==> src/hw/rtl/cgcs_pkg.sv <==
// Package for the cache group column splitter.
// Holds the shared widths, the reset budget and the arithmetic unit's request and response types.
// No dependencies.
package cgcs_pkg;

    localparam int unsigned MAX_WIDTH   = 64;
    localparam int unsigned WID_W       = 7;
    localparam int unsigned LEN_W       = 20;
    localparam int unsigned POS_W       = 20;
    localparam int unsigned BUD_W       = 24;
    localparam int unsigned OPD_W       = 25;
    localparam int unsigned RES_W       = OPD_W + 1;

    localparam logic [BUD_W-1:0] BUDGET_RESET = 24'd29491;

    // Operation codes of the shared add/compare unit.
    typedef enum logic {
        ALU_ADD,
        ALU_SUB
    } t_alu_op;

    typedef struct packed {
        t_alu_op          op;
        logic [OPD_W-1:0] a;
        logic [OPD_W-1:0] b;
        logic [OPD_W-1:0] c;
    } t_alu_req;

    typedef struct packed {
        logic [RES_W-1:0] res;
        logic             lt;
    } t_alu_rsp;

endpackage

==> src/hw/rtl/cgcs_alu.sv <==
// Shared add/subtract and compare unit of the column splitter.
// Computes a +/- b and flags whether that result is below c (signed).
// Depends on cgcs_pkg.
module cgcs_alu (
    input  cgcs_pkg::t_alu_req i_req,
    output cgcs_pkg::t_alu_rsp o_rsp
);
    import cgcs_pkg::*;

    logic [RES_W-1:0] w_a;
    logic [RES_W-1:0] w_b;
    logic [RES_W-1:0] w_c;
    logic [RES_W-1:0] w_res;

    // Zero-extend the operands by one bit so the result carries a sign.
    assign w_a = {1'b0, i_req.a};
    assign w_b = {1'b0, i_req.b};
    assign w_c = {1'b0, i_req.c};

    always_comb begin
        case (i_req.op)
            ALU_ADD: w_res = w_a + w_b;
            ALU_SUB: w_res = w_a - w_b;
            default: w_res = w_a + w_b;
        endcase
    end

    assign o_rsp.res = w_res;
    assign o_rsp.lt  = $signed(w_res) < $signed(w_c);

endmodule

==> src/hw/rtl/cgcs_out_reg.sv <==
// Output register of the column splitter's result channel.
// Holds one group transaction until the receiver takes it; depends on cgcs_pkg.
module cgcs_out_reg (
    input  logic                      i_clk,
    input  logic                      i_rst_n,
    input  logic                      i_load,
    input  logic [cgcs_pkg::POS_W-1:0] i_start,
    input  logic [cgcs_pkg::WID_W-1:0] i_len,
    input  logic                      i_last,
    output logic                      o_free,
    output logic                      o_valid,
    input  logic                      i_stall,
    output logic [cgcs_pkg::POS_W-1:0] o_start,
    output logic [cgcs_pkg::WID_W-1:0] o_len,
    output logic                      o_last
);
    import cgcs_pkg::*;

    logic             r_valid;
    logic [POS_W-1:0] r_start;
    logic [WID_W-1:0] r_len;
    logic             r_last;

    // The register may be refilled when empty or when its transaction leaves now.
    assign o_free = !r_valid || !i_stall;

    always_ff @(posedge i_clk) begin
        if (!i_rst_n) begin
            r_valid <= 1'b0;
        end else if (o_free) begin
            r_valid <= i_load;
        end
    end

    // Payload is loaded only together with a new transaction.
    always_ff @(posedge i_clk) begin
        if (o_free && i_load) begin
            r_start <= i_start;
            r_len   <= i_len;
            r_last  <= i_last;
        end
    end

    assign o_valid = r_valid;
    assign o_start = r_start;
    assign o_len   = r_len;
    assign o_last  = r_last;

endmodule

==> src/hw/rtl/cache_group_column_splitter.sv <==
// Cache group column splitter: top level with the scan sequencer.
// Depends on cgcs_pkg, cgcs_alu and cgcs_out_reg.
//
// One supernode (first column length, width, last flag) is accepted at a time and cut into
// cache groups that are sent out in column order, the final one marked. The scan tests one
// column per cycle through a single shared adder/comparator, except while the result channel
// holds back a pending group, which stalls the scan. The final group becomes valid in the
// cycle the block is ready again; a width of zero produces no group and leaves the block idle.
// The input stall is high for the whole scan. The budget register is written through its own
// port, which is always ready; write it only while the block is idle.
module cache_group_column_splitter (
    input  logic                       i_clk,
    input  logic                       i_rst_n,
    // Configuration write channel
    input  logic                       i_cfg_valid,
    output logic                       o_cfg_ready,
    input  logic [cgcs_pkg::BUD_W-1:0] i_cfg_data,
    // Supernode input channel
    input  logic                       i_in_valid,
    output logic                       o_in_stall,
    input  logic [cgcs_pkg::LEN_W-1:0] i_first_col_len,
    input  logic [cgcs_pkg::WID_W-1:0] i_width,
    input  logic                       i_last_supernode,
    // Cache group output channel
    output logic                       o_out_valid,
    input  logic                       i_out_stall,
    output logic [cgcs_pkg::POS_W-1:0] o_group_start,
    output logic [cgcs_pkg::WID_W-1:0] o_group_len,
    output logic                       o_last_group
);
    import cgcs_pkg::*;

    typedef enum logic [1:0] {
        ST_IDLE,
        ST_INIT,
        ST_SPLIT,
        ST_SCAN
    } t_state;

    t_state           r_state, n_state;
    logic [BUD_W-1:0] r_budget;
    logic [POS_W-1:0] r_pos, n_pos;
    logic [LEN_W-1:0] r_len, n_len;
    logic [BUD_W-1:0] r_used, n_used;
    logic [WID_W-1:0] r_w, n_w;
    logic [WID_W-1:0] r_j, n_j;
    logic [WID_W-1:0] r_k, n_k;
    logic [WID_W-1:0] r_s, n_s;
    logic             r_last, n_last;

    t_alu_req         w_req;
    t_alu_rsp         w_rsp;
    logic             w_free;
    logic             w_emit;
    logic [WID_W-1:0] w_emit_off;
    logic [WID_W-1:0] w_emit_len;
    logic             w_emit_last;
    logic [LEN_W-1:0] w_len_dec;
    logic [LEN_W-1:0] w_s_full;
    logic [POS_W-1:0] w_pos_end;
    logic [LEN_W:0]   w_two_len;

    // Configuration port never stalls.
    assign o_cfg_ready = 1'b1;

    always_ff @(posedge i_clk) begin
        if (!i_rst_n) begin
            r_budget <= BUDGET_RESET;
        end else if (i_cfg_valid && o_cfg_ready) begin
            r_budget <= i_cfg_data;
        end
    end

    assign o_in_stall = (r_state != ST_IDLE);

    // Column lengths fall by one per column and stop at zero.
    assign w_len_dec = (r_len != '0) ? (r_len - LEN_W'(1)) : r_len;
    assign w_two_len = {r_len, 1'b0};
    assign w_s_full  = w_rsp.res[LEN_W:1];
    assign w_pos_end = r_last ? '0 : (r_pos + POS_W'(r_w));

    cgcs_alu u_alu (
        .i_req (w_req),
        .o_rsp (w_rsp)
    );

    // Sequencer: drives the shared unit and decides each step and group emission.
    always_comb begin
        n_state     = r_state;
        n_pos       = r_pos;
        n_len       = r_len;
        n_used      = r_used;
        n_w         = r_w;
        n_j         = r_j;
        n_k         = r_k;
        n_s         = r_s;
        n_last      = r_last;
        w_emit      = 1'b0;
        w_emit_off  = '0;
        w_emit_len  = '0;
        w_emit_last = 1'b0;
        w_req.op    = ALU_ADD;
        w_req.a     = OPD_W'(r_used);
        w_req.b     = OPD_W'(r_len);
        w_req.c     = OPD_W'(r_budget);

        unique case (r_state)
            ST_IDLE: begin
                if (i_in_valid) begin
                    n_len  = i_first_col_len;
                    n_last = i_last_supernode;
                    n_w    = (i_width > WID_W'(MAX_WIDTH)) ? WID_W'(MAX_WIDTH) : i_width;
                    if (i_width == '0) begin
                        // An empty supernode emits nothing; position stays unless last.
                        if (i_last_supernode) begin
                            n_pos = '0;
                        end
                    end else begin
                        n_state = ST_INIT;
                    end
                end
            end
            ST_INIT: begin
                // Test whether the first column alone overruns the budget.
                w_req.op = ALU_SUB;
                w_req.a  = OPD_W'(w_two_len);
                w_req.b  = OPD_W'(r_budget);
                w_req.c  = OPD_W'(1);
                if (!w_rsp.lt) begin
                    if (w_s_full >= LEN_W'(r_w)) begin
                        // The leading group covers the whole supernode.
                        w_emit      = 1'b1;
                        w_emit_off  = '0;
                        w_emit_len  = r_w;
                        w_emit_last = 1'b1;
                        if (w_free) begin
                            n_pos   = w_pos_end;
                            n_state = ST_IDLE;
                        end
                    end else begin
                        n_s     = w_s_full[WID_W-1:0];
                        n_state = ST_SPLIT;
                    end
                end else begin
                    n_used  = BUD_W'(w_two_len);
                    n_j     = '0;
                    n_k     = WID_W'(1);
                    n_len   = w_len_dec;
                    n_state = ST_SCAN;
                end
            end
            ST_SPLIT: begin
                // Split off the leading columns and retest the first column after them.
                w_req.op = ALU_SUB;
                w_req.a  = OPD_W'(r_len);
                w_req.b  = OPD_W'(r_s);
                w_req.c  = '0;
                w_emit      = (r_s != '0);
                w_emit_off  = '0;
                w_emit_len  = r_s;
                w_emit_last = 1'b0;
                if (!w_emit || w_free) begin
                    n_len   = w_rsp.res[LEN_W-1:0];
                    n_used  = BUD_W'({w_rsp.res[LEN_W-1:0], 1'b0});
                    n_j     = r_s;
                    n_k     = r_s;
                    n_state = ST_SCAN;
                end
            end
            ST_SCAN: begin
                if (r_k == r_w) begin
                    // Close the open group as the supernode's final one.
                    w_emit      = 1'b1;
                    w_emit_off  = r_j;
                    w_emit_len  = r_w - r_j;
                    w_emit_last = 1'b1;
                    if (w_free) begin
                        n_pos   = w_pos_end;
                        n_state = ST_IDLE;
                    end
                end else if (w_rsp.lt) begin
                    // Column fits in the open group.
                    n_used = w_rsp.res[BUD_W-1:0];
                    n_len  = w_len_dec;
                    n_k    = r_k + WID_W'(1);
                end else begin
                    // Column starts a new group; the old one goes out if not empty.
                    w_emit      = (r_k > r_j);
                    w_emit_off  = r_j;
                    w_emit_len  = r_k - r_j;
                    w_emit_last = 1'b0;
                    if (!w_emit || w_free) begin
                        n_j    = r_k;
                        n_used = BUD_W'(w_two_len);
                        n_len  = w_len_dec;
                        n_k    = r_k + WID_W'(1);
                    end
                end
            end
            default: begin
                n_state = ST_IDLE;
            end
        endcase
    end

    // State and sequencer registers.
    always_ff @(posedge i_clk) begin
        if (!i_rst_n) begin
            r_state <= ST_IDLE;
            r_pos   <= '0;
        end else begin
            r_state <= n_state;
            r_pos   <= n_pos;
        end
        r_len  <= n_len;
        r_used <= n_used;
        r_w    <= n_w;
        r_j    <= n_j;
        r_k    <= n_k;
        r_s    <= n_s;
        r_last <= n_last;
    end

    cgcs_out_reg u_out (
        .i_clk   (i_clk),
        .i_rst_n (i_rst_n),
        .i_load  (w_emit),
        .i_start (r_pos + POS_W'(w_emit_off)),
        .i_len   (w_emit_len),
        .i_last  (w_emit_last),
        .o_free  (w_free),
        .o_valid (o_out_valid),
        .i_stall (i_out_stall),
        .o_start (o_group_start),
        .o_len   (o_group_len),
        .o_last  (o_last_group)
    );

`ifndef SYNTHESIS
    // Every emitted group holds at least one column.
    a_group_nonempty: assert property (@(posedge i_clk) disable iff (!i_rst_n)
        o_out_valid |-> (o_group_len != '0))
        else $error("empty cache group emitted");

    // The scan never runs past the supernode's last column.
    a_scan_bound: assert property (@(posedge i_clk) disable iff (!i_rst_n)
        (r_state == ST_SCAN) |-> ((r_k <= r_w) && (r_j < r_w) && (r_j <= r_k)))
        else $error("scan index out of range");

    // A new supernode is taken only by leaving the idle state.
    a_accept_starts: assert property (@(posedge i_clk) disable iff (!i_rst_n)
        (i_in_valid && !o_in_stall && (i_width != '0)) |=> (r_state == ST_INIT))
        else $error("accepted supernode did not start a scan");

    // Returning to idle from a scan is always paired with a final group.
    a_final_marked: assert property (@(posedge i_clk) disable iff (!i_rst_n)
        ((r_state == ST_SCAN) && (n_state == ST_IDLE)) |=> (o_out_valid && o_last_group))
        else $error("scan ended without final group");
`endif

endmodule

==> config.mk <==
export PLATFORM = sky130hd
export DESIGN_NAME = cache_group_column_splitter
export DESIGN_NICKNAME = d
export VERILOG_FILES = /design/src/hw/rtl/cgcs_pkg.sv /design/src/hw/rtl/cgcs_alu.sv /design/src/hw/rtl/cgcs_out_reg.sv /design/src/hw/rtl/cache_group_column_splitter.sv
export SDC_FILE = /design/constraint.sdc
export NUM_CORES = 1
export LEC_CHECK = 0
export ABC_AREA = 1
export BUFFER_PORTS_ARGS = -buffer_cell sky130_fd_sc_hd__buf_2
export CORE_ASPECT_RATIO = 1.5
export CORE_UTILIZATION = 45
export DETAILED_ROUTE_END_ITERATION = 10
export SYNTH_ARGS = -nofsm -noshare
export SYNTH_HDL_FRONTEND = slang
export SYNTH_SLANG_ARGS = --single-unit
==> constraint.sdc <==
create_clock -name i_clk -period 6.9 [get_ports i_clk]
set_input_delay 0.69 -clock i_clk [delete_from_list [all_inputs] [get_ports i_clk]]
set_output_delay 0.69 -clock i_clk [all_outputs]
set_load 0.03 [all_outputs]
==> results.sh <==
export IMPL_status="completed"
export IMPL_min_period_over_period_pct=96.9
export IMPL_slew_violations=0
export IMPL_htree_levels=4
export IMPL_synthAdderAreaFrac_pct=9.77
export IMPL_async_flop_share_pct=0
export IMPL_grt_setup_unrepaired="true"
export IMPL_synth_nets=1829
export IMPL_cts_tree="done"
export IMPL_crit_path_start_kind="flop"
export IMPL_cts_root_buf="clkbuf_16"
export IMPL_antenna_found_initial=2
export IMPL_hold_buffers=0
export IMPL_fp_dieH_um=202
export IMPL_synth_edf_count=101
export IMPL_insertion_delay_ns=0.46
export IMPL_relSlewSlack_pct=44.0
export IMPL_fin_skew_ns=0.0123
export IMPL_grt_usage_pct=34.0
export IMPL_drive_gt1_share_pct=27.8
export IMPL_hold_viol_final=0
export IMPL_portBuffers=86
export IMPL_cp_slowest_cell="ha_4"
export IMPL_finalSetupViolCount=0
export IMPL_slowest_delay_ns=0.35
export IMPL_synth_avg_cell_area_um2=7.16
export IMPL_die_area_mm2=0.0274
export IMPL_yosysSeqAreaShare_pct=33.0
export IMPL_critPathKind="flop to flop"
export IMPL_design_area_mm2=0.0161
export IMPL_yosys_area_top_type_share_pct=25.2
export IMPL_grt_pass1_vias=12676
export IMPL_synth_cell_types=54
export IMPL_path_clk_slew_ns=0.07
export IMPL_timing_hold_ws_ns=0.452
export IMPL_rows=73
export IMPL_arrival_ns=6.89
export IMPL_syn_inst=1681
export IMPL_drv_cap=0
export IMPL_via_per_inst=5.54
export IMPL_grt_pass1_wl_mm=68.7
export IMPL_ant_nets=0
export IMPL_worst_pin_slew_ns=0.838
export IMPL_place_gp_congestion=0.971
export IMPL_synth_seq_cells=148
export IMPL_cp_required_ns=7.10
export IMPL_hp_class="input port to flop"
export IMPL_drt_wl_total_mm=46.2
export IMPL_fin_nets=2136
export IMPL_initial_utilization_pct=45.6
export IMPL_synth_commonest_cells="nand2_1, nor2_1, inv_1"
export IMPL_critPathMostFrequentCell="nand2_1"
export IMPL_dr_pass1_iters=5
export IMPL_hpwlAfterDp_mm=36.4
export IMPL_synthXorXnorAreaFrac_pct=4.00
export IMPL_clock_sinks=148
export IMPL_core_area_mm2=0.0264
export IMPL_cp_end_kind="flop"
export IMPL_placed_area_mm2=0.0143
export IMPL_final_cell_count_no_fill=2338
export IMPL_synth_top_family_by_area="simple AND/OR/NAND/NOR gates"
export IMPL_synth_warnings=0
export IMPL_ios=88
export IMPL_syn2layout_area_growth_pct=33.7
export IMPL_yosys_top_cells_area="edfxtp_1, nand2_1, ha_1, dfxtp_1, nor2_1"
export IMPL_drt_iter0_drc=720
export IMPL_numCtsBuffers=17
export IMPL_synth_top_area_cell="edfxtp_1"
export IMPL_synthesis_area_mm2=0.0120
export IMPL_overflow=0
export IMPL_synthFlopType="edfxtp_1"
export IMPL_num_fill_cells=2464
export IMPL_synth_compound_area_share_pct=16.9
export IMPL_antenna_cells=0
export IMPL_die_x_um=136
export IMPL_path_max_fanout=7
export IMPL_yosysMostFrequentCell="nand2_1"
export IMPL_min_period_ns=6.68
export IMPL_clockBufferDepth=2
export IMPL_synth_simple_gate_area_share_pct=26.5
export IMPL_synth_mux_area_share_pct=0.416
export IMPL_grt_max_degree=43
export IMPL_num_vias=12959
export IMPL_wl_per_cell_um=19.7
export IMPL_drc=0
export IMPL_dp_cells=2274
export IMPL_clock_fmax_mhz=150
## critical path: cells and delay by family (launching register included)
kind                     cells  cell delay, ns
XOR/XNOR                     2            0.31
buffers and inverters        8            0.89
adder cells (fa/ha/maj)      5            1.33
AND/OR/NAND/NOR             25            2.17
multiplexers                 1            0.22
flip-flops                   1            0.34
AO/OA/AOI/OAI                8            1.17
## final cells by class
cell class                      count  area, µm²  share of cell area [%]
Clock buffer                       17        425                    2.64
Clock inverter                     15        226                    1.41
Multi-Input combinational cell   1258       7800                    48.4
Inverter                          219        827                    5.14
Tap cell                          337        422                    2.62
Sequential cell                   148       3980                    24.7
Timing Repair Buffer              344       2430                    15.1
## worst paths after layout
kind,startpoint,end,slack (ns),cells after the start
min reg2reg,r_pos[19]$_SDFFE_PN0P_,r_pos[19]$_SDFFE_PN0P_,0.46,2
max,r_state[0]$_SDFFE_PN0P_,u_out.o_start[14]$_DFFE_PP_,0.22,49
min,i_cfg_data[9],r_budget[9]$_SDFFE_PN1P_,0.45,3
max reg2reg,r_state[0]$_SDFFE_PN0P_,u_out.o_start[14]$_DFFE_PP_,0.22,49
## routing by layer
| metal | track usage, % | vias up | part of all wire [%] | wire (µm) |
|---|---|---|---|---|
| met4 | 29.7 | 0 | 9.6 | 4410 |
| li1 | - | 6286 | - | - |
| met1 | 32.4 | 6020 | 34 | 15500 |
| met3 | 4.82 | 189 | 4.1 | 1870 |
| met2 | 62.2 | 464 | 53 | 24300 |
| met5 | 0 | - | 0 | 0 |
## cells by family after synthesis
| kind of cell | count (synthesis) |
|---|---|
| adder cells (fa/ha/maj) | 91 |
| other | 1 |
| AO/OA/AOI/OAI | 351 |
| flip-flops | 148 |
| XOR/XNOR | 55 |
| buffers and inverters | 275 |
| multiplexers | 5 |
| AND/OR/NAND/NOR | 755 |
## cells in the final DEF, fill, tap and decap left out, types with 9 or more instances in the layout
cell type and instances:
edfxtp_1 101, buf_2 86, nand2_1 336, clkbuf_16 17
xnor2_1 13, a21oi_1 104, nand3_1 84, nand4_1 18
inv_1 195, a31oi_1 24, buf_6 9, nor3_1 20
o21ai_1 21, nor2_1 194, o221ai_1 18, inv_2 16
a21oi_2 18, nand2_2 29, xor2_1 36, nand3_2 10
ha_4 19, nand2_4 9, dfxtp_1 45, o21ai_0 88
nor2_2 18, buf_4 247, o22ai_1 10, ha_1 67
o211ai_1 24
## flip-flops by register name, summed over array words and instances, names as in the netlist, 20 cells and up
signal,cells
r_budget,24
r_len,20
r_pos,20
r_used,24
u_out.o_start,20
## through the flow
step / setup TNS, ns / setup WS [ns] / util [%]
after floorplan: 0 / 0.00979 / -
after global placement: -2.55 / -0.360 / 54.2
after detailed placement: -4.33 / -0.523 / 54.2
after CTS: 0 / 0.00219 / 57.6
after global routing: -1.46 / -0.176 / 61.0
final: 0 / 0.217 / 61.0
## what timing repair did
item / CTS / global route
setup buffers: 13 / 20
endpoints found under the hold margin: 0 / 0
pin swaps: 9 / 93
setup endpoints to repair: 13 / 16
gates resized for setup: 40 / 168
Power is not shown: default switching activity piles up to over one toggle a cycle in this logic, so the estimate is an artifact.
